`src/hdl/tfdb_pkg.sv`:
```
// Shared types and constants for the triangle fragment depth/blend block.
// No dependencies; all other files but the two interfaces and tfdb_div import it.
package tfdb_pkg;

    localparam int SCREEN_WIDTH_DEF  = 256;
    localparam int SCREEN_HEIGHT_DEF = 256;
    localparam int STORE_AW          = 16;
    localparam int STORE_DEPTH       = 1 << STORE_AW;
    localparam logic signed [15:0] DEPTH_FAR  = 16'sh7FFF;
    localparam logic signed [15:0] DEPTH_NEAR = 16'sh8000;
    localparam logic [31:0] BLEND_RECIP = 32'd32897;   // 2^23 / 255, rounded up
    localparam int          BLEND_SHIFT = 23;

    localparam logic OP_LOAD = 1'b0;
    localparam logic OP_FRAG = 1'b1;
    localparam logic [1:0] SLOT_MAX = 2'd2;

    typedef enum logic [1:0] {
        ST_REJECT     = 2'd0,
        ST_DEPTH_FAIL = 2'd1,
        ST_WRITTEN    = 2'd2
    } status_t;

    typedef enum logic [1:0] {
        F_IDLE,
        F_MUL,
        F_EDGE
    } front_state_t;

    typedef enum logic [3:0] {
        B_CLEAR,
        B_IDLE,
        B_WSTART,
        B_WDIV,
        B_MUL,
        B_DSTART,
        B_DDIV,
        B_READ,
        B_CMP,
        B_BLEND,
        B_OUT
    } back_state_t;

    // Classified fragment handed from front to back.
    typedef struct packed {
        logic signed [28:0] ea;
        logic signed [28:0] eb;
        logic signed [28:0] ec;
        logic signed [15:0] z0;
        logic signed [15:0] z1;
        logic signed [15:0] z2;
        logic [23:0]        rhw0;
        logic [23:0]        rhw1;
        logic [23:0]        rhw2;
        logic [7:0]         px;
        logic [7:0]         py;
        logic [7:0]         r;
        logic [7:0]         g;
        logic [7:0]         b;
        logic [7:0]         a;
        logic               off;
    } frag_t;

endpackage

```
`src/hdl/tfdb_in_if.sv`:
```
// Input channel: valid/ready handshake with vertex load and fragment payload.
// No dependencies.
interface tfdb_in_if;
    logic               valid;
    logic               ready;
    logic               opcode;
    logic [1:0]         vertex_slot;
    logic [12:0]        vert_x;
    logic [12:0]        vert_y;
    logic signed [15:0] vert_z;
    logic [23:0]        vert_rhw;
    logic [7:0]         pixel_x;
    logic [7:0]         pixel_y;
    logic [7:0]         src_r;
    logic [7:0]         src_g;
    logic [7:0]         src_b;
    logic [7:0]         src_alpha;

    modport source (output valid, opcode, vertex_slot, vert_x, vert_y, vert_z, vert_rhw,
                    pixel_x, pixel_y, src_r, src_g, src_b, src_alpha, input ready);
    modport sink (input valid, opcode, vertex_slot, vert_x, vert_y, vert_z, vert_rhw,
                  pixel_x, pixel_y, src_r, src_g, src_b, src_alpha, output ready);
endinterface

```
`src/hdl/tfdb_front.sv`:
```
// Front end: accepts items, holds the triangle corners, forms edge values
// and pushes classified fragments. Depends on tfdb_pkg and tfdb_in_if.
module tfdb_front
    import tfdb_pkg::*;
#(
    parameter int SCREEN_WIDTH  = SCREEN_WIDTH_DEF,
    parameter int SCREEN_HEIGHT = SCREEN_HEIGHT_DEF
)
(
    input  logic   clk,
    input  logic   rst_n,
    tfdb_in_if.sink in_ch,
    input  logic   hold,
    output logic   wr_valid,
    input  logic   wr_ready,
    output frag_t  wr_data
);
    front_state_t state_reg, state_next;

    logic [12:0]        cx_reg [3];
    logic [12:0]        cy_reg [3];
    logic signed [15:0] cz_reg [3];
    logic [23:0]        crhw_reg [3];

    logic signed [13:0] dx_reg [3];
    logic signed [13:0] dy_reg [3];
    logic signed [27:0] pl_reg [3];
    logic signed [27:0] pr_reg [3];
    frag_t              hold_reg;   // payload snapshot of the fragment in flight

    logic               take;
    logic [13:0]        ctr_x, ctr_y;
    logic signed [28:0] e [3];

    assign in_ch.ready = (state_reg == F_IDLE) && !hold;
    assign take        = in_ch.valid && in_ch.ready;
    assign ctr_x       = {2'b00, in_ch.pixel_x, 4'b1000};
    assign ctr_y       = {2'b00, in_ch.pixel_y, 4'b1000};

    always_ff @(posedge clk or negedge rst_n)
    begin
        if (!rst_n)
        begin
            state_reg <= F_IDLE;
            for (int k = 0; k < 3; k++)
            begin
                cx_reg[k]   <= '0;
                cy_reg[k]   <= '0;
                cz_reg[k]   <= '0;
                crhw_reg[k] <= '0;
            end
        end
        else
        begin
            state_reg <= state_next;
            if (take && in_ch.opcode == OP_LOAD && in_ch.vertex_slot <= SLOT_MAX)
            begin
                cx_reg[in_ch.vertex_slot]   <= in_ch.vert_x;
                cy_reg[in_ch.vertex_slot]   <= in_ch.vert_y;
                cz_reg[in_ch.vertex_slot]   <= in_ch.vert_z;
                crhw_reg[in_ch.vertex_slot] <= in_ch.vert_rhw;
            end
        end
    end

    always_ff @(posedge clk)
    begin
        if (take)
        begin
            for (int k = 0; k < 3; k++)
            begin
                dx_reg[k] <= $signed({1'b0, cx_reg[k]}) - $signed(ctr_x);
                dy_reg[k] <= $signed({1'b0, cy_reg[k]}) - $signed(ctr_y);
            end
            hold_reg.z0   <= cz_reg[0];
            hold_reg.z1   <= cz_reg[1];
            hold_reg.z2   <= cz_reg[2];
            hold_reg.rhw0 <= crhw_reg[0];
            hold_reg.rhw1 <= crhw_reg[1];
            hold_reg.rhw2 <= crhw_reg[2];
            hold_reg.px   <= in_ch.pixel_x;
            hold_reg.py   <= in_ch.pixel_y;
            hold_reg.r    <= in_ch.src_r;
            hold_reg.g    <= in_ch.src_g;
            hold_reg.b    <= in_ch.src_b;
            hold_reg.a    <= in_ch.src_alpha;
            hold_reg.off  <= (32'(in_ch.pixel_x) >= 32'(SCREEN_WIDTH)) ||
                             (32'(in_ch.pixel_y) >= 32'(SCREEN_HEIGHT));
            hold_reg.ea   <= '0;
            hold_reg.eb   <= '0;
            hold_reg.ec   <= '0;
        end
        if (state_reg == F_MUL)
        begin
            // edge k uses corners k+1 and k+2
            pl_reg[0] <= dy_reg[1] * dx_reg[2];
            pr_reg[0] <= dx_reg[1] * dy_reg[2];
            pl_reg[1] <= dy_reg[2] * dx_reg[0];
            pr_reg[1] <= dx_reg[2] * dy_reg[0];
            pl_reg[2] <= dy_reg[0] * dx_reg[1];
            pr_reg[2] <= dx_reg[0] * dy_reg[1];
        end
    end

    always_comb
    begin
        for (int k = 0; k < 3; k++)
        begin
            e[k] = $signed({pl_reg[k][27], pl_reg[k]}) - $signed({pr_reg[k][27], pr_reg[k]});
        end
        wr_data    = hold_reg;
        wr_data.ea = e[0];
        wr_data.eb = e[1];
        wr_data.ec = e[2];
        wr_valid   = 1'b0;
        state_next = state_reg;
        case (state_reg)
            F_IDLE:
            begin
                if (take && in_ch.opcode == OP_FRAG)
                begin
                    state_next = F_MUL;
                end
            end
            F_MUL:
            begin
                state_next = F_EDGE;
            end
            F_EDGE:
            begin
                wr_valid = 1'b1;
                if (wr_ready)
                begin
                    state_next = F_IDLE;
                end
            end
            default:
            begin
                state_next = F_IDLE;
            end
        endcase
    end

endmodule

```
`src/flat_wrapper.sv`:
```
// flat-port wrapper written by rule: the top's interface ports become plain ports
module tfdb_front_flat import tfdb_pkg::*;
#(
    parameter int SCREEN_WIDTH  = SCREEN_WIDTH_DEF,
    parameter int SCREEN_HEIGHT = SCREEN_HEIGHT_DEF
)
  (clk, rst_n, hold, wr_valid, wr_ready, wr_data, in_ch_valid, in_ch_opcode, in_ch_vertex_slot, in_ch_vert_x, in_ch_vert_y, in_ch_vert_z, in_ch_vert_rhw, in_ch_pixel_x, in_ch_pixel_y, in_ch_src_r, in_ch_src_g, in_ch_src_b, in_ch_src_alpha, in_ch_ready);
  tfdb_in_if in_ch_i ();
  input  logic clk;
  input  logic rst_n;
  input  logic hold;
  output logic wr_valid;
  input  logic wr_ready;
  output frag_t wr_data;
  input wire logic [$bits(in_ch_i.valid)-1:0] in_ch_valid;
  input wire logic [$bits(in_ch_i.opcode)-1:0] in_ch_opcode;
  input wire logic [$bits(in_ch_i.vertex_slot)-1:0] in_ch_vertex_slot;
  input wire logic [$bits(in_ch_i.vert_x)-1:0] in_ch_vert_x;
  input wire logic [$bits(in_ch_i.vert_y)-1:0] in_ch_vert_y;
  input wire logic [$bits(in_ch_i.vert_z)-1:0] in_ch_vert_z;
  input wire logic [$bits(in_ch_i.vert_rhw)-1:0] in_ch_vert_rhw;
  input wire logic [$bits(in_ch_i.pixel_x)-1:0] in_ch_pixel_x;
  input wire logic [$bits(in_ch_i.pixel_y)-1:0] in_ch_pixel_y;
  input wire logic [$bits(in_ch_i.src_r)-1:0] in_ch_src_r;
  input wire logic [$bits(in_ch_i.src_g)-1:0] in_ch_src_g;
  input wire logic [$bits(in_ch_i.src_b)-1:0] in_ch_src_b;
  input wire logic [$bits(in_ch_i.src_alpha)-1:0] in_ch_src_alpha;
  output wire logic [$bits(in_ch_i.ready)-1:0] in_ch_ready;
  assign in_ch_i.valid = in_ch_valid;
  assign in_ch_i.opcode = in_ch_opcode;
  assign in_ch_i.vertex_slot = in_ch_vertex_slot;
  assign in_ch_i.vert_x = in_ch_vert_x;
  assign in_ch_i.vert_y = in_ch_vert_y;
  assign in_ch_i.vert_z = in_ch_vert_z;
  assign in_ch_i.vert_rhw = in_ch_vert_rhw;
  assign in_ch_i.pixel_x = in_ch_pixel_x;
  assign in_ch_i.pixel_y = in_ch_pixel_y;
  assign in_ch_i.src_r = in_ch_src_r;
  assign in_ch_i.src_g = in_ch_src_g;
  assign in_ch_i.src_b = in_ch_src_b;
  assign in_ch_i.src_alpha = in_ch_src_alpha;
  assign in_ch_ready = in_ch_i.ready;
  tfdb_front #(.SCREEN_WIDTH(SCREEN_WIDTH), .SCREEN_HEIGHT(SCREEN_HEIGHT)) u_core (.clk(clk), .rst_n(rst_n), .in_ch(in_ch_i), .hold(hold), .wr_valid(wr_valid), .wr_ready(wr_ready), .wr_data(wr_data));
endmodule
```
`config.mk`:
```
export PLATFORM = sky130hd
export DESIGN_NAME = tfdb_front_flat
export DESIGN_NICKNAME = d
export VERILOG_FILES = /design/src/hdl/tfdb_pkg.sv /design/src/hdl/tfdb_in_if.sv /design/src/hdl/tfdb_front.sv /design/src/flat_wrapper.sv
export SDC_FILE = /design/constraint.sdc
export NUM_CORES = 2
export LEC_CHECK = 0
export BUFFER_PORTS_ARGS = -buffer_cell sky130_fd_sc_hd__buf_4
export CAP_MARGIN = 20
export CORE_MARGIN = 3
export CORE_UTILIZATION = 55
export DETAILED_ROUTE_END_ITERATION = 7
export PLACE_DENSITY = 0.87
export SYNTH_ARGS = -nofsm -noshare
export SYNTH_HDL_FRONTEND = slang
export SYNTH_SLANG_ARGS = --single-unit
```
`constraint.sdc`:
```
create_clock -name clk -period 8.1 [get_ports clk]
set_input_delay 1.62 -clock clk [delete_from_list [all_inputs] [get_ports clk]]
set_output_delay 1.62 -clock clk [all_outputs]
set_load 0.005 [all_outputs]
```
# After elaboration in Yosys (flattened, before gate mapping)
# Memories as Yosys holds them, arrays and structs flattened.
# Cells that the tools add are included.
# word_totals
register_bits	368
ramBits	252
inputBits	122
output_inout_bits	258
wordCells	80
memories	4
# classes
n_addsub	9
mul	6
order_cmp	3
eq_ne	4
muxes	18
bitwise	2
reduce_logical	9
# memory_table
memory	depth	width	read_ports	rd_ports_with_merged_regs	write_ports	line_no	text
u_core.pl_reg	3	28	3	0	3	tfdb_front.sv:27	logic signed [27:0] pl_reg [3];
u_core.pr_reg	3	28	3	0	3	tfdb_front.sv:28	logic signed [27:0] pr_reg [3];
u_core.dx_reg	3	14	3	0	3	tfdb_front.sv:25	logic signed [13:0] dx_reg [3];
u_core.dy_reg	3	14	3	0	3	tfdb_front.sv:26	logic signed [13:0] dy_reg [3];
# ops
op	n
$mul 14x14->28	6
$sub 28x28->29	3
$sub 13x12->14	6
$bwmux 39	2
$bwmux 72	1
$bwmux 48	1
$demux 24 s2	1
$demux 16 s2	1
$demux 13 s2	1
$mux 24	1
$mux 16	1
$mux 13	1
$logic_and 1x1->1	6
$pmux 2 s3	1
$mux 1	5
$mux 2	2
$ne 2x2->1 const B	2
$ge 3x3->1 const B	1
$lt 3x1->1 const B	1
$not 2->3	1
$eq 2x1->1 const B	1
$eq 2x2->1 const B	1
$le 2x2->1 const B	1
$logic_not 2->1	1
other kinds (3)	3

# Logic depth before layout (Yosys ltp)
# depth
word_depth	6
ltp_mapped	25
depth_no_buf	23

# Least setup slack after synthesis
# OpenSTA, ideal clock, no wires.
# synth_timing
path_type	reg2reg
from	reg u_core.state_reg[1]
to	mem u_core.pl_reg[0][0] (enable)
setup_ns	0.721
arrival_time_ns	7.847
required_time_ns	7.379
setup_slack_ns	-0.468
stages_incl_launch_ff	2
path_buffers	0
synth_period_minus_slack_ns	8.568
path_cell_list	dfrtp_1 > nor2b_1
# synth_rtl
item	line_no	text
start: declaration	tfdb_front.sv:18	front_state_t state_reg, state_next;
start signal: assignment	tfdb_front.sv:55	state_reg <= state_next;
end: declaration	tfdb_front.sv:27	

==> out/qor.txt <==
Layout Utilization -> 0.613
post-synthesis xor/xnor area fraction -> 0.0386
initial antenna violation count -> 11
reg2reg path depth -> 20
top sig layer -> met5
Nets -> 8,879
CP most frequent cell -> fa_1
die area -> 0.134 sq mm
IO buf count -> 378
setup TNS -> 0 ns
first-pass GRT wire length -> 288 mm
syn_area_per_cell -> 10.5 sq um
vias in the first global route -> 54,800
synth unique cells -> 74
Synth Instances -> 6,786
clk root buf -> clkbuf_16
RSZ-0062 raised after global routing -> false
CTS resizes -> 0
Clock Pin Slew Worst Setup and Hold Paths -> 0.06 ns
first-pass iteration count of the detailed router -> 8
Top Ports -> 380
FFs w/ async S/R, synth -> 0.323
pre-CTS WS -> 0.905 ns
max cap viols -> 0
gr ovfl total -> 0
max reg flops -> 168
Worst Setup End Kind -> flip-flop
top_reg_cell synth -> edfxtp_1
FMAX -> 0.138 GHz
setup repair bufs after CTS -> 0
area of the mapped netlist -> 0.0714 sq mm
Hold Crit Depth -> 0
Synth Warn # -> 0
Initial Util -> 0.557
status -> finished clean
sequential-to-total area share from yosys stat -> 0.247
number of synthesized register bits -> 620
Die Ht -> 366 microns
layout cell share with drive strength beyond 1 -> 0.109
CP startpoint kind -> flip-flop
Max Clock Skew -> 0.0526 ns
Detail Route Antenna Nets -> 0
maximum number of pins on one net before global-route repair -> 162
worst min path class -> flip-flop to flip-flop
setup slack after layout -> 0.851 ns
TritonCTS clock tree -> done
actual slew at the worst max-slew pin -> 1.27 ns
hold-fix buffers at CTS -> 0
Area Growth Syn to Fin -> 10.1%
Synth Area in Adders -> 0.424
clk buf depth -> 3
gr usage total -> 0.271
Crit-path slowest cell -> edfxtp_1
H-tree depth -> 3
syn_nets -> 8,621
final wirelength -> 180 mm
CTS sink cnt -> 620
Wirelength per Cell -> 20.4 microns
CP peak stage delay -> 1.04 ns
Post-synth EDFFs -> 420
DR vias/cell -> 5.57
DR WL met3 -> 19.0 mm
Post-Synth Simple-Gate Area -> 0.112
relative slew slack -> 0.154
vias post-DR -> 49,200
worst path arrival time -> 7.63 ns
wl on met1 -> 62.8 mm
Placeable Area -> 0.128 sq mm
largest family of logic cells by synthesized area -> adder cells
worst skew pair latency -> 0.68 ns
TritonCTS Buffers -> 68
drt initial violations -> 3,963
hpwl dp -> 139 mm
# rows -> 131
mux cell area share after synthesis -> 0.0304
Final Hold Fails -> 0
Fillers -> 9,437
crit path time final -> 7.25 ns
GPL Wtd Cong -> 0.926
Max Fanout on Critical Path -> 15
compound-cell area share of the yosys netlist -> 0.0556
WL met2 -> 86.7 mm
CP required -> 8.48 ns
post-route clock period utilization -> 0.895
CP Class -> flip-flop to flip-flop
Final setup violation count -> 0
CP Cell Sequence -> buf_4 -> nand2_1 -> fa_1 -> fa_1 -> fa_1 -> inv_1 -> fa_1 -> fa_1 -> inv_1 -> fa_1 -> inv_1 -> ha_1 -> nand3_1 -> nor4bb_1 -> o21ai_1 -> o21ai_1 -> o211ai_1 -> nand3_1 -> o41ai_1 -> xnor2_1
Die X -> 366 microns
Final Max Slew Viols -> 0
drt drc -> 0
[per-layer routing]
layer | global-route usage | up-vias
met5 | 0 | -
met4 | 0.159 | 8
met3 | 0.0780 | 668
met2 | 0.450 | 2497
met1 | 0.314 | 24600
li1 | - | 21400
[area by class of cell]
class / instances / area [sq um] / share of cell area
antenna: 9 / 22.5 / 0.000287
clock buffer: 90 / 1880 / 0.0239
clock inverter: 36 / 490 / 0.00624
inverter: 1487 / 5590 / 0.0711
multi-input combinational: 4411 / 47200 / 0.601
sequential: 620 / 17600 / 0.224
tap: 1729 / 2160 / 0.0275
timing repair buffer: 456 / 3630 / 0.0462
[cell families (layout without fill, tap and decap cells)]
family / count (synthesis) / in the layout
buf+inv: 1755 / 2069
mux: 193 / 193
compound gates: 616 / 616
other cells: 1 / 10
fa+ha+maj: 1713 / 1713
flops: 620 / 620
xor+xnor: 315 / 315
simple gates: 1573 / 1573
[stage by stage]
stage               hold WS (ns)  area, sq um  cells
finish                     0.441        78600   8838
global route               0.451        78600   8832
CTS                        0.440        78300   8815
detailed placement         0.428        75900   8689
global placement           0.426        75900   8689
floorplan                  0.421        71400   6786
[synth_stat cells, drive strengths merged, types with 39 or more instances]
master  number  area [sq um]
inv       1486          5580
fa        1179         23600
and2       625          3910
nand2      542          2030
ha         534          6680
edfxtp     420         12600
clkbuf     260           976
xnor2      251          2200
a21oi      219          1100
dfrtp      200          5000
mux2       193          2170
nor2       182           683
a21o        90           676
o21ai       87           435
xor2        64           561
nand2b      55           344
o21bai      55           413
nor3        39           195
o21a        39           293
[critical path, delay by kind of cell, from the launching register on]
family | cells | cell delay [ns]
AO/OA/AOI/OAI | 4 | 0.80
XOR/XNOR | 1 | 0.13
adder cells (fa/ha/maj) | 7 | 3.37
buffers and inverters | 4 | 0.56
flip-flops | 1 | 1.04
AND/OR/NAND/NOR | 4 | 1.05
[path summary, 6_finish.rpt]
path	startpoint	end	slack (ns)
max	u_core.dx_reg[0][37]	u_core.pl_reg[0][26]	0.85
min	u_core.crhw_reg[32]	u_core.wr_data[81]	0.44
max reg2reg	u_core.dx_reg[0][37]	u_core.pl_reg[0][26]	0.85
min reg2reg	u_core.crhw_reg[32]	u_core.wr_data[81]	0.44
max in group asynchronous	rst_n	u_core.cy_reg[14]	5.67
min in group asynchronous	rst_n	u_core.crhw_reg[9]	1.11
[placed cells by master, fill, tap and decap left out, drive strengths merged, types with 6 or more instances in the layout]
cell    synthesis  layout
and2          625     625
nor2b          29      29
a31o            7       7
diode           0       9
clkinv          1      25
a211oi         18      18
nor3           39      39
o211ai         11      11
xnor2         251     251
o31ai          11      11
a21boi          6       6
mux2          193     193
a21o           90      90
nand4           8       8
or3            15      15
buf             8     455
ha            534     534
o21a           39      39
a21oi         219     219
and3           21      21
o21bai         55      55
inv          1486    1490
nor2          182     182
nand2         542     542
xor2           64      64
nor4            7       7
a31oi          14      14
o21ai          87      87
fa           1179    1179
edfxtp        420     420
nand3          28      28
dfrtp         200     200
a211o          11      11
nand2b         55      55
clkbuf        260      91
or2             7       7
Power is not shown: default switching activity piles up to over one toggle a cycle in this logic, so the estimate is an artifact.
