File: src/hdl/tfdb_pkg.sv
// Shared types and constants for the triangle fragment depth/blend block.
// No dependencies; all other files but the two interfaces and tfdb_div import it.
package tfdb_pkg;

    localparam int SCREEN_WIDTH_DEF  = 256;
    localparam int SCREEN_HEIGHT_DEF = 256;
    localparam int STORE_AW          = 16;
    localparam int STORE_DEPTH       = 1 << STORE_AW;
    localparam logic signed [15:0] DEPTH_FAR  = 16'sh7FFF;
    localparam logic signed [15:0] DEPTH_NEAR = 16'sh8000;
    localparam logic [31:0] BLEND_RECIP = 32'd32897;   // 2^23 / 255, rounded up
    localparam int          BLEND_SHIFT = 23;

    localparam logic OP_LOAD = 1'b0;
    localparam logic OP_FRAG = 1'b1;
    localparam logic [1:0] SLOT_MAX = 2'd2;

    typedef enum logic [1:0] {
        ST_REJECT     = 2'd0,
        ST_DEPTH_FAIL = 2'd1,
        ST_WRITTEN    = 2'd2
    } status_t;

    typedef enum logic [1:0] {
        F_IDLE,
        F_MUL,
        F_EDGE
    } front_state_t;

    typedef enum logic [3:0] {
        B_CLEAR,
        B_IDLE,
        B_WSTART,
        B_WDIV,
        B_MUL,
        B_DSTART,
        B_DDIV,
        B_READ,
        B_CMP,
        B_BLEND,
        B_OUT
    } back_state_t;

    // Classified fragment handed from front to back.
    typedef struct packed {
        logic signed [28:0] ea;
        logic signed [28:0] eb;
        logic signed [28:0] ec;
        logic signed [15:0] z0;
        logic signed [15:0] z1;
        logic signed [15:0] z2;
        logic [23:0]        rhw0;
        logic [23:0]        rhw1;
        logic [23:0]        rhw2;
        logic [7:0]         px;
        logic [7:0]         py;
        logic [7:0]         r;
        logic [7:0]         g;
        logic [7:0]         b;
        logic [7:0]         a;
        logic               off;
    } frag_t;

endpackage

File: src/hdl/tfdb_queue.sv
// Two-entry queue of classified fragments between front and back.
// Depends on tfdb_pkg.
module tfdb_queue
    import tfdb_pkg::*;
(
    input  logic  clk,
    input  logic  rst_n,
    input  logic  wr_valid,
    output logic  wr_ready,
    input  frag_t wr_data,
    output logic  rd_valid,
    input  logic  rd_ready,
    output frag_t rd_data
);
    frag_t      mem_reg [2];
    logic       wp_reg, rp_reg;
    logic [1:0] cnt_reg;
    logic       push, pop;

    assign wr_ready = cnt_reg != 2'd2;
    assign rd_valid = cnt_reg != 2'd0;
    assign rd_data  = mem_reg[rp_reg];
    assign push     = wr_valid && wr_ready;
    assign pop      = rd_valid && rd_ready;

    always_ff @(posedge clk or negedge rst_n)
    begin
        if (!rst_n)
        begin
            wp_reg  <= 1'b0;
            rp_reg  <= 1'b0;
            cnt_reg <= '0;
        end
        else
        begin
            if (push)
            begin
                wp_reg <= ~wp_reg;
            end
            if (pop)
            begin
                rp_reg <= ~rp_reg;
            end
            cnt_reg <= cnt_reg + {1'b0, push} - {1'b0, pop};
        end
    end

    always_ff @(posedge clk)
    begin
        if (push)
        begin
            mem_reg[wp_reg] <= wr_data;
        end
    end

endmodule

File: config.mk
export PLATFORM = sky130hd
export DESIGN_NAME = tfdb_queue
export DESIGN_NICKNAME = d
export VERILOG_FILES = /design/src/hdl/tfdb_pkg.sv /design/src/hdl/tfdb_queue.sv
export SDC_FILE = /design/constraint.sdc
export NUM_CORES = 1
export LEC_CHECK = 0
export ABC_AREA = 0
export CAP_MARGIN = 25
export CORE_AREA = 2 2 204 206
export CTS_BUF_LIST = sky130_fd_sc_hd__clkbuf_2 sky130_fd_sc_hd__clkbuf_4 sky130_fd_sc_hd__clkbuf_8
export CTS_CLUSTER_DIAMETER = 40
export DETAILED_ROUTE_END_ITERATION = 6
export DIE_AREA = 0 0 206 208
export DONT_BUFFER_PORTS = 1
export PLACE_DENSITY = 0.71
export SLEW_MARGIN = 10
export SYNTH_ARGS = -nofsm -noshare
export SYNTH_HDL_FRONTEND = slang
export SYNTH_SLANG_ARGS = --single-unit
File: constraint.sdc
create_clock -name clk -period 14 [get_ports clk]
set_input_delay 0.7 -clock clk [delete_from_list [all_inputs] [get_ports clk]]
set_output_delay 0.7 -clock clk [all_outputs]
set_load 0.02 [all_outputs]
Yosys cells after proc, flatten, opt, wreduce, memory -nomap -nowiden
Memory sizes are Yosys's and may differ from the RTL's.
Index checks and enable logic that the tools add are counted.

operators by class
  $add $sub $neg = 2
  eq/ne operators = 1
  multiplexer cells = 2
  bitwise logic cells = 2
  reductions and logical operators = 3

operator list
  operator                               number
  adder 2 x 1 -> 2 bit                   1
  logical AND 1 bit                      2
  two-way mux 1 bit                      2
  != test 2 bit (second input constant)  1
  NOT 1 bit                              2
  nonzero test 2 bit                     1
  subtractor 2 x 1 -> 2 bit              1

word-level totals
  register bits after elaboration = 4
  memory bits (writable) = 512
  input bits = 260
  output and inout port bits = 258
  word-level logic and storage cells = 14
  memories = 1

memories
  name     words  bits a word  rd ports  clocked after Yosys merged registers in  wr ports  line              text
  mem_reg  2      256          1         0                                        1         tfdb_queue.sv:15  frag_t mem_reg [2];

Longest topological paths before layout
Gate-level depths: netlist (run 1).

  word-level depth = 4
  mapped depth = 7
  gate-level depth less buffers = 7

Worst setup path after synthesis (run 1)
OpenSTA, ideal clock, no wires.

  path type = input to register
  start point = in wr_valid
  end point = mem mem_reg[0][0] (netlist bit), enable pin
  arrival time = 11,403 ps
  required time = 13,122 ps
  slack = 1,719 ps
  stages on the path = 2
  path through = nand2_1 nor2_1

on the way
  longest elaborated chain between the ends = 3

ends and longest elaborated chain
  element                                  line              text
  start, declared                          tfdb_queue.sv:8   input logic wr_valid,
  logical AND 1 bit                        tfdb_queue.sv:23  assign push = wr_valid && wr_ready;
  two-way mux 1 bit                        tfdb_queue.sv:50  if (push)
  two-way mux 1 bit (implied by the code)  tfdb_queue.sv:52  mem_reg[wp_reg] <= wr_data;
  end, declared                            tfdb_queue.sv:15

No other way between the ends.

==> results of run 1 <==
metal layers:
metal	vias up	global-route usage, %	routed length (µm)
met2	424	27.8	18400
met4	0	7.96	1250
met3	74	10.1	5340
met5	-	0	0
li1	3392	-	-
met1	3891	15.7	11800
per-stage QoR:
stage,cells,area (µm²)
final,1472,21700
after CTS,1470,21700
after detailed placement,1325,20100
after floorplan,814,19700
after global routing,1472,21700
after global placement,1325,20100
power groups by stage:
stage	logic (mW)	clock network, mW	registers [mW]
detailed placement	1.63	0	2.26
global route	1.69	1.33	2.25
CTS	1.63	1.26	2.23
global placement	1.62	0	2.25
finish	1.62	1.22	2.23
floorplan	1.48	0	2.34
logic make-up after synthesis:
| family | count (synthesis) | synth area share, % |
|---|---|---|
| DFF | 516 | 78.6 |
| muxes | 256 | 19.0 |
| buffers and inverters | 30 | 1.87 |
| and+or+nand+nor | 6 | 0.165 |
| xor gates and xnor gates | 4 | 0.178 |
| adders and majority gates | 2 | 0.127 |
repair_timing:
item,4_1_cts,5_1_grt
hold buffers,1,0
setup endpoints to repair,0,0
hold endpoints to repair,4,0
cells in the final DEF (no fill, tap or decap), drive strengths merged:
cell type      n
edfxtp       512
nand2b         1
ha             2
dlygate4sd3    1
bufinv         1
nand2          1
buf           10
xnor2          3
and2           1
nor2           1
xor2           1
or2            1
and3           1
dfrtp          4
inv            1
mux2         256
clkinvlp       4
clkinv        20
clkbuf       119
critical path, cell delays in order, from the launching register on:
cell and delay [ns]:
dfrtp_4 0.87, buf_4 0.74, buf_4 0.85, mux2_4 0.40
cell type report:
class / instances / area, µm²
clock buffer: 119 / 1440
tap: 532 / 666
clock inverter: 25 / 151
inverter: 1 / 3.75
sequential: 516 / 15500
timing repair buffer: 11 / 143
fill: 3046 / 18800
multi-input combinational: 268 / 3850
final timing paths:
check	start	endpoint
min in group asynchronous	rst_n	wp_reg
worst max register to register	cnt_reg[0]	mem_reg[1][51]
max in group asynchronous	rst_n	rp_reg
worst max-delay path	rp_reg	rd_data[237]
worst min register to register	cnt_reg[0]	cnt_reg[0]
worst min-delay path	wr_data[253]	mem_reg[1][253]
==> summary.md, run 1 <==
| Metric | Value |
|---|---|
| Initial antenna violation count | 0 |
| Final Util | 53.6% |
| Max reg flops | 512 |
| Io pins | 518 |
| Final Net Count | 1,143 |
| Post-DR vias/cell | 5.29 |
| CP Data Required Time | 13.30 ns |
| Min-delay worst type | input pin to flip-flop |
| Core footprint | 40,600 µm² |
| Seq/Total Area, Yosys | 78.6% |
| Largest net degree at the start of global routing | 161 |
| Switch Pwr | 1.65 mW |
| Area fraction of the dominant cell type after synthesis | 78.1% |
| First-pass GRT wire length | 51.3 mm |
| ANT nets after route | 0 |
| Final hold viol count | 0 |
| Final period util | 30.8% |
| Synthesized area | 19,700 µm² |
| Clock power share | 24.1% |
| Postcts setup bufs | 0 |
| DRC | 0 |
| Max-cap violation count | 0 |
| Worst skew pair latency | 0.61 ns |
| Internal cell power | 3.41 mW |
| WL/cell | 25.0 µm |
| Chip Width | 206 µm |
| Overflow after GRT | 0 |
| Final Max Tran Viols | 0 |
| Hold path depth | 0 |
| Switch share | 32.7% |
| Max-slew headroom | 31.2% |
| Global placement routability congestion | 0.801 |
| Syn Inst Count | 814 |
| Count leader, synth | edfxtp_1 |
| Worst Skew | 0.0190 ns |
| Clock sinks | 516 |
| Chip Height | 208 µm |
| Vias in the first global route | 8,209 |
| Clock-pin slew on the worst setup and hold paths | 0.06 ns |
| CTS resizes | 0 |
| GRT Util Overall | 16.5% |
| CTS buffer count | 83 |
| Static leakage | 7.75 nW |
| Clock Tree Root | clkbuf_8 |
| Peak VDD IR | 0.214 mV |
| Syn Nets | 1,076 |
| Die area | 42,800 µm² |
| Initial Util | 48.5% |
| Reg2Reg Depth | 4 |
| Outcome | finished, final reports clean |
| Yosys warns | 0 |
| Worst Tran Pin Value | 1.03 ns |
| WP data arrival | 3.61 ns |
| Row count | 74 |
| Setup slack, reg-to-reg | 10.53 ns |
| CTS max path bufs | 3 |
| Cell taking the most area after synthesis | edfxtp_1 |
| Area Growth Syn to Fin | 10.4% |
| Total Wirelength | 36.8 mm |
| H-tree levels | 3 |
| Setup TNS | 0 ns |
| Via count | 7,781 |
| CP Class | flip-flop to primary output |
| TritonCTS clock tree | done |
| Synth Area per Inst | 24.2 µm² |
| Top_reg_cell synth | edfxtp_1 |
| Pwr dens | 233 nW/µm² |
| Async set or reset register ratio after synthesis | 0.775% |
| Setup-failing EPs final | 0 |
| Drt pass-1 iters | 4 |
| Flop pwr share | 44.0% |
| Nature of the critical path endpoint | primary output |
| FF+latch count, synth | 516 |
| Top cells by count, synth | edfxtp_1 (512), mux2_4 (230), mux2_2 (26), buf_6 (15), buf_8 (11) |
| Logic pwr share | 31.9% |
| Startpoint Class | flip-flop |
| Layout cell share with drive strength beyond 1 | 42.7% |
| Achievable frequency | 0.232 GHz |
| Synth area leaders | edfxtp_1 (78%), mux2_4 (18%), mux2_2 (1.5%) |
| RSZ-0062 raised after global routing | false |
| Antenna fix cells | 0 |
| Crit path time final | 4.31 ns |
| Pre-CTS WS | 10.32 ns |
| Critical-path maximum fanout | 55 |
| WHS | 0.180 ns |
| IO Port Bufs | 0 |
| Detailed Route Iter0 Violations | 389 |
| Library cells used by synthesis | 18 |
| Number of synthesized flops with an enable pin | 512 |
| Worst setup margin | 9.69 ns |
| Power, Total | 5.06 mW |
Power figures use the tool's default switching activity.
==> run 2: changes to the inputs <==
--- a/config.mk
+++ b/config.mk
@@ -5,15 +5,15 @@
 export SDC_FILE = /design/constraint.sdc
 export NUM_CORES = 1
 export LEC_CHECK = 0
-export ABC_AREA = 0
+export ABC_AREA = 1
 export CAP_MARGIN = 25
-export CORE_AREA = 2 2 204 206
+export CORE_AREA = 2 2 200 202
 export CTS_BUF_LIST = sky130_fd_sc_hd__clkbuf_2 sky130_fd_sc_hd__clkbuf_4 sky130_fd_sc_hd__clkbuf_8
 export CTS_CLUSTER_DIAMETER = 40
 export DETAILED_ROUTE_END_ITERATION = 6
-export DIE_AREA = 0 0 206 208
+export DIE_AREA = 0 0 202 204
 export DONT_BUFFER_PORTS = 1
-export PLACE_DENSITY = 0.71
+export PLACE_DENSITY = 0.72
 export SLEW_MARGIN = 10
 export SYNTH_ARGS = -nofsm -noshare
 export SYNTH_HDL_FRONTEND = slang
==> constraint.sdc (replaced) <==
create_clock -name clk -period 4.01 [get_ports clk]
set_input_delay 0.2005 -clock clk [delete_from_list [all_inputs] [get_ports clk]]
set_output_delay 0.2005 -clock clk [all_outputs]
set_load 0.02 [all_outputs]
==> summary.md, run 2 <==
| Metric | Value |
|---|---|
| Overflow after GRT | 0 |
| Max reg flops | 512 |
| IO Port Bufs | 0 |
| Yosys warns | 0 |
| Worst Skew | 0.0254 ns |
| Synth Area per Inst | 13.9 µm² |
| Seq/Total Area, Yosys | 81.4% |
| Initial Util | 48.5% |
| First-pass GRT wire length | 67.1 mm |
| Setup-failing EPs final | 0 |
| Pwr dens | 748 nW/µm² |
| Via count | 11,500 |
| CTS Hold Bufs | 260 |
| Cell Chain, Critical Path | buf_4 > nand2_1 > nand2_1 |
| Hold path depth | 1 |
| Chip Height | 204 µm |
| Cell taking the most area after synthesis | edfxtp_1 |
| Row count | 73 |
| Startpoint Class | flip-flop |
| Global placement routability congestion | 0.823 |
| Total Wirelength | 45.4 mm |
| Crit path time final | 2.94 ns |
| Die area | 41,200 µm² |
| Chip Width | 202 µm |
| TritonCTS clock tree | done |
| Core footprint | 39,200 µm² |
| Clock sinks | 516 |
| Detailed Route Iter0 Violations | 887 |
| Area fraction of the dominant cell type after synthesis | 80.9% |
| Worst Tran Pin Value | 0.995 ns |
| Top_reg_cell synth | edfxtp_1 |
| Commonest non-fill, non-tap cell in the layout | nand2_1 |
| Clock Tree Root | clkbuf_8 |
| Synth area leaders | edfxtp_1 (81%), nand2_1 (15%), buf_6 (1.5%) |
| Layout cell share with drive strength beyond 1 | 8.68% |
| Final period util | 73.4% |
| CP max-delay cell | buf_4 |
| Reg2Reg Depth | 4 |
| Commonest non-fill, non-tap cells in the layout | nand2_1 (779), edfxtp_1 (512), dlygate4sd3_1 (260), clkbuf_8 (83), clkbuf_4 (28) |
| Async set or reset register ratio after synthesis | 0.775% |
| Drt pass-1 iters | 5 |
| Final Max Tran Viols | 0 |
| Postcts setup bufs | 0 |
| Initial antenna violation count | 4 |
| Io pins | 518 |
| Peak VDD IR | 0.534 mV |
| Synthesized area | 19,000 µm² |
| Syn Nets | 1,631 |
| Worst setup margin | 1.07 ns |
| CTS max path bufs | 3 |
| Pre-CTS WS | 1.73 ns |
| CP Data Required Time | 3.81 ns |
| CP max stage delay | 0.80 ns |
| Final HPWL DP | 26.2 mm |
| Crit path top cell by count | nand2_1 |
| FF+latch count, synth | 516 |
| Static leakage | 9.17 nW |
| Nature of the critical path endpoint | primary output |
| Post-route cell area | 23,600 µm² |
| Achievable frequency | 0.340 GHz |
| Setup TNS | 0 ns |
| Vias in the first global route | 11,900 |
| Worst skew pair latency | 0.63 ns |
| Post-DR vias/cell | 5.09 |
| Top cells by count, synth | nand2_1 (781), edfxtp_1 (512), buf_4 (26), buf_6 (25), inv_1 (8) |
| Max-cap violation count | 0 |
| Largest net degree at the start of global routing | 147 |
| Final Net Count | 1,929 |
| CTS buffer count | 81 |
| RSZ-0062 raised after global routing | false |
| H-tree levels | 3 |
| Final hold viol count | 0 |
| Min-delay worst type | input pin to flip-flop |
| Max-slew headroom | 33.7% |
| Count leader, synth | nand2_1 |
| WL/cell | 20.1 µm |
| Area post-placement | 19,400 µm² |
| ANT nets after route | 0 |
| DRC | 0 |
| Final Util | 60.1% |
| Area Growth Syn to Fin | 24.0% |
| Critical-path maximum fanout | 91 |
| Outcome | finished, final reports clean |
| Number of synthesized flops with an enable pin | 512 |
| Clock-pin slew on the worst setup and hold paths | 0.07 ns |
| WP data arrival | 2.74 ns |
| CTS resizes | 0 |
| CP Class | flip-flop to primary output |
| Syn Inst Count | 1,369 |
| GRT Util Overall | 21.4% |
| Library cells used by synthesis | 12 |
| Setup slack, reg-to-reg | 2.00 ns |
==> run 2: cell count changes in the layout (fill, tap and decap cells not counted), moves of 7 or more <==
cell           change
mux2_2            -26
mux2_4           -230
buf_12             +7
nand2_1          +778
dlygate4sd3_1    +259
==> run 2: final timing paths <==
path                                   end    startpoint
min in group asynchronous           rp_reg         rst_n
hold reg to reg                     wp_reg        wp_reg
hold / removal             mem_reg[0][159]  wr_data[159]
max in group asynchronous           rp_reg         rst_n
setup / recovery              rd_data[177]        rp_reg
setup reg to reg            mem_reg[1][86]    cnt_reg[1]
==> run 2: metal layers <==
metal | GRT usage [%] | vias up | wire (µm)
met4 | 10.3 | 0 | 1620
met2 | 37.8 | 622 | 23800
met3 | 7.11 | 104 | 4570
li1 | - | 5235 | -
met5 | 0 | - | 0
met1 | 23.3 | 5535 | 15400
==> run 2: critical path: cells and delay by family (launching register included) <==
kind | cells | cell delay (ns)
AND/OR/NAND/NOR | 2 | 0.44
buffers and inverters | 1 | 0.80
flip-flops | 1 | 0.75
==> run 2: layout make-up <==
cell class                      count  area, µm²
Fill cell                        2690      15600
Clock inverter                     33        208
Timing Repair Buffer              272       2820
Inverter                            9       45.0
Multi-Input combinational cell    787       3000
Tap cell                          525        657
Clock buffer                      111       1350
Antenna cell                        4       10.0
Sequential cell                   516      15500
==> run 2: kinds of logic after synthesis <==
logic type | count (synthesis) | synth area share (%)
buf+inv | 66 | 2.91
simple gates | 785 | 15.5
fa+ha+maj | 2 | 0.132
flops | 516 | 81.4
==> run 2: where the power goes <==
group          leakage [nW]  total (mW)  internal [mW]  switching (mW)
combinational          3.54        5.65          0.969            4.68
clock                 0.821        4.27           2.27            2.00
sequential             4.81        7.71           7.36           0.352
==> run 2: stage by stage <==
step,power (mW),hold slack (ns),std cells
4_1_cts,17.6,0.149,2253
2_1_floorplan,12.3,-0.0951,1369
6_report,17.6,0.224,2257
3_3_place_gp,13.0,-0.0948,1849
5_1_grt,18.4,0.176,2257
3_5_place_dp,13.1,-0.0948,1849
==> run 3: changes to the inputs <==
--- a/config.mk
+++ b/config.mk
@@ -13,7 +13,7 @@
 export DETAILED_ROUTE_END_ITERATION = 6
 export DIE_AREA = 0 0 202 204
 export DONT_BUFFER_PORTS = 1
-export PLACE_DENSITY = 0.72
+export PLACE_DENSITY = 0.74
 export SLEW_MARGIN = 10
 export SYNTH_ARGS = -nofsm -noshare
 export SYNTH_HDL_FRONTEND = slang
==> constraint.sdc (replaced) <==
create_clock -name clk -period 2.45 [get_ports clk]
set_input_delay 0.1225 -clock clk [delete_from_list [all_inputs] [get_ports clk]]
set_output_delay 0.1225 -clock clk [all_outputs]
set_load 0.02 [all_outputs]
==> summary.md, run 3 (same netlist as run 2, synthesis figures left out) <==
| Metric | Value |
|---|---|
| Critical-path maximum fanout | 79 |
| Static leakage | 9.35 nW |
| Area Growth Syn to Fin | 26.1% |
| Fillers | 2,639 |
| Clock-pin slew on the worst setup and hold paths | 0.06 ns |
| Multi-input logic area | 3000 µm² |
| Max-cap violation count | 0 |
| Max reg flops | 512 |
| Min-delay worst type | input pin to flip-flop |
| CP max-delay cell | dfrtp_4 |
| Clock Tree Root | clkbuf_8 |
| Hold path depth | 1 |
| Nature of the critical path endpoint | primary output |
| Final HPWL DP | 28.3 mm |
| CP Data Required Time | 2.33 ns |
| CP max stage delay | 0.62 ns |
| Max-slew headroom | 63.5% |
| Worst Tran Pin Value | 0.548 ns |
| CTS max path bufs | 3 |
| Placed Cells | 1,860 |
| DRC | 1 |
| Total Wirelength | 48.4 mm |
| FF/Latch Area | 15,500 µm² |
| Final Net Count | 1,947 |
| Io pins | 518 |
| H-tree levels | 3 |
| Startpoint Class | flip-flop |
| Reg2Reg Depth | 5 |
| WL/cell | 21.3 µm |
| Core footprint | 39,200 µm² |
| Failing checks | DRC |
| CTS buffer count | 86 |
| Final hold viol count | 0 |
| Clock sinks | 516 |
| Worst Skew | 0.0203 ns |
| Setup-failing EPs final | 0 |
| Layout cell share with drive strength beyond 1 | 9.39% |
| IO Port Bufs | 0 |
| Chip Height | 204 µm |
| WP data arrival | 2.20 ns |
| Global placement routability congestion | 0.824 |
| GRT Util Overall | 22.5% |
| Initial Util | 48.5% |
| TritonCTS clock tree | done |
| Row count | 73 |
| Initial antenna violation count | 5 |
| Chip Width | 202 µm |
| Peak VDD IR | 1.00 mV |
| Power, Total | 29.9 mW |
| Final period util | 94.7% |
| ANT nets after route | 0 |
| Worst skew pair latency | 0.61 ns |
| Vias in the first global route | 12,300 |
| Cell Chain, Critical Path | inv_16 > buf_16 > nand2_1 > nand2_1 |
| Final Max Tran Viols | 0 |
| Setup TNS | 0 ns |
| Commonest non-fill, non-tap cells in the layout | nand2_1 (779), edfxtp_1 (512), dlygate4sd3_1 (260), clkbuf_8 (91) |
| RSZ-0062 raised after global routing | false |
| Largest net degree at the start of global routing | 144 |
| Crit path top cell by count | nand2_1 |
| Outcome | finished, violations left |
| Drt pass-1 iters | 7 |
| Pwr dens | 1250 nW/µm² |
| Achievable frequency | 0.431 GHz |
| First-pass GRT wire length | 70.3 mm |
| CP Class | flip-flop to primary output |
| WHS | 0.146 ns |
| Via count | 11,900 |
| Post-DR vias/cell | 5.22 |
| Crit path time final | 2.32 ns |
| Commonest non-fill, non-tap cell in the layout | nand2_1 |
| Detailed Route Iter0 Violations | 885 |
| Overflow after GRT | 0 |
| Die area | 41,200 µm² |
| Final Util | 61.1% |
| Layout Cells excl Fill | 2,276 |
==> run 3: cell count changes in the layout (fill, tap and decap cells not counted), moves of 4 or more <==
cell       delta
bufinv_16     +4
buf_4         +5
clkbuf_8      +8
clkbuf_4     -10
buf_12        +5
clkinv_1      +4
==> run 3: metal layers <==
metal	vias to the layer above	wire length, µm	global-route usage (%)
met4	2	1730	10.6
met1	5712	17000	25.3
met5	-	13	0
li1	5279	-	-
met3	113	4930	7.43
met2	766	24800	38.8
==> run 3: area by class of cell <==
type                            instances  area share (%)
Sequential cell                       516            64.6
Timing Repair Buffer                  285            12.7
Multi-Input combinational cell        787            12.5
Clock buffer                          109            5.79
Tap cell                              525            2.74
Clock inverter                         40            1.39
Inverter                                9           0.225
Antenna cell                            5          0.0522
==> run 3: report_power, final <==
group          switching [mW]  internal [mW]  leakage, nW  total (mW)
combinational            7.85           1.83         3.65        9.68
clock                    3.37           4.25        0.886        7.62
sequential              0.569           12.0         4.81        12.6
==> run 3: what timing repair did <==
| action | 4_1_cts | 5_1_grt |
|---|---|---|
| hold buffers | 260 | 0 |
| resized for setup | 0 | 4 |
| hold endpoints to repair | 541 | 0 |
| gates cloned | 0 | 1 |
| pin swaps | 0 | 0 |
| setup endpoints to repair | 12 | 129 |
| buffers inserted | 0 | 1 |
==> run 3: stage by stage <==
stage               setup WS [ns]  cell area [µm²]
global placement            0.659            19600
global route              0.00664            24000
detailed placement          0.655            19600
CTS                       -0.0367            23900
floorplan                   -2.38            19000
finish                      0.129            24000
==> run 3: path summary, 6_finish.rpt <==
path	startpoint	end	slack [ns]
worst max-delay path	rp_reg	rd_data[66]	0.13
worst min-delay path	wr_data[159]	mem_reg[1][159]	0.15
worst max register to register	cnt_reg[1]	mem_reg[1][108]	0.67
worst min register to register	wp_reg	wp_reg	0.50
max in group asynchronous	rst_n	rp_reg	1.91
min in group asynchronous	rst_n	wp_reg	0.33
==> run 3: critical path, delay by kind of cell, from the launching register on <==
family,cells,cell delay [ns]
buffers and inverters,2,0.55
DFF,1,0.62
and+or+nand+nor,2,0.36
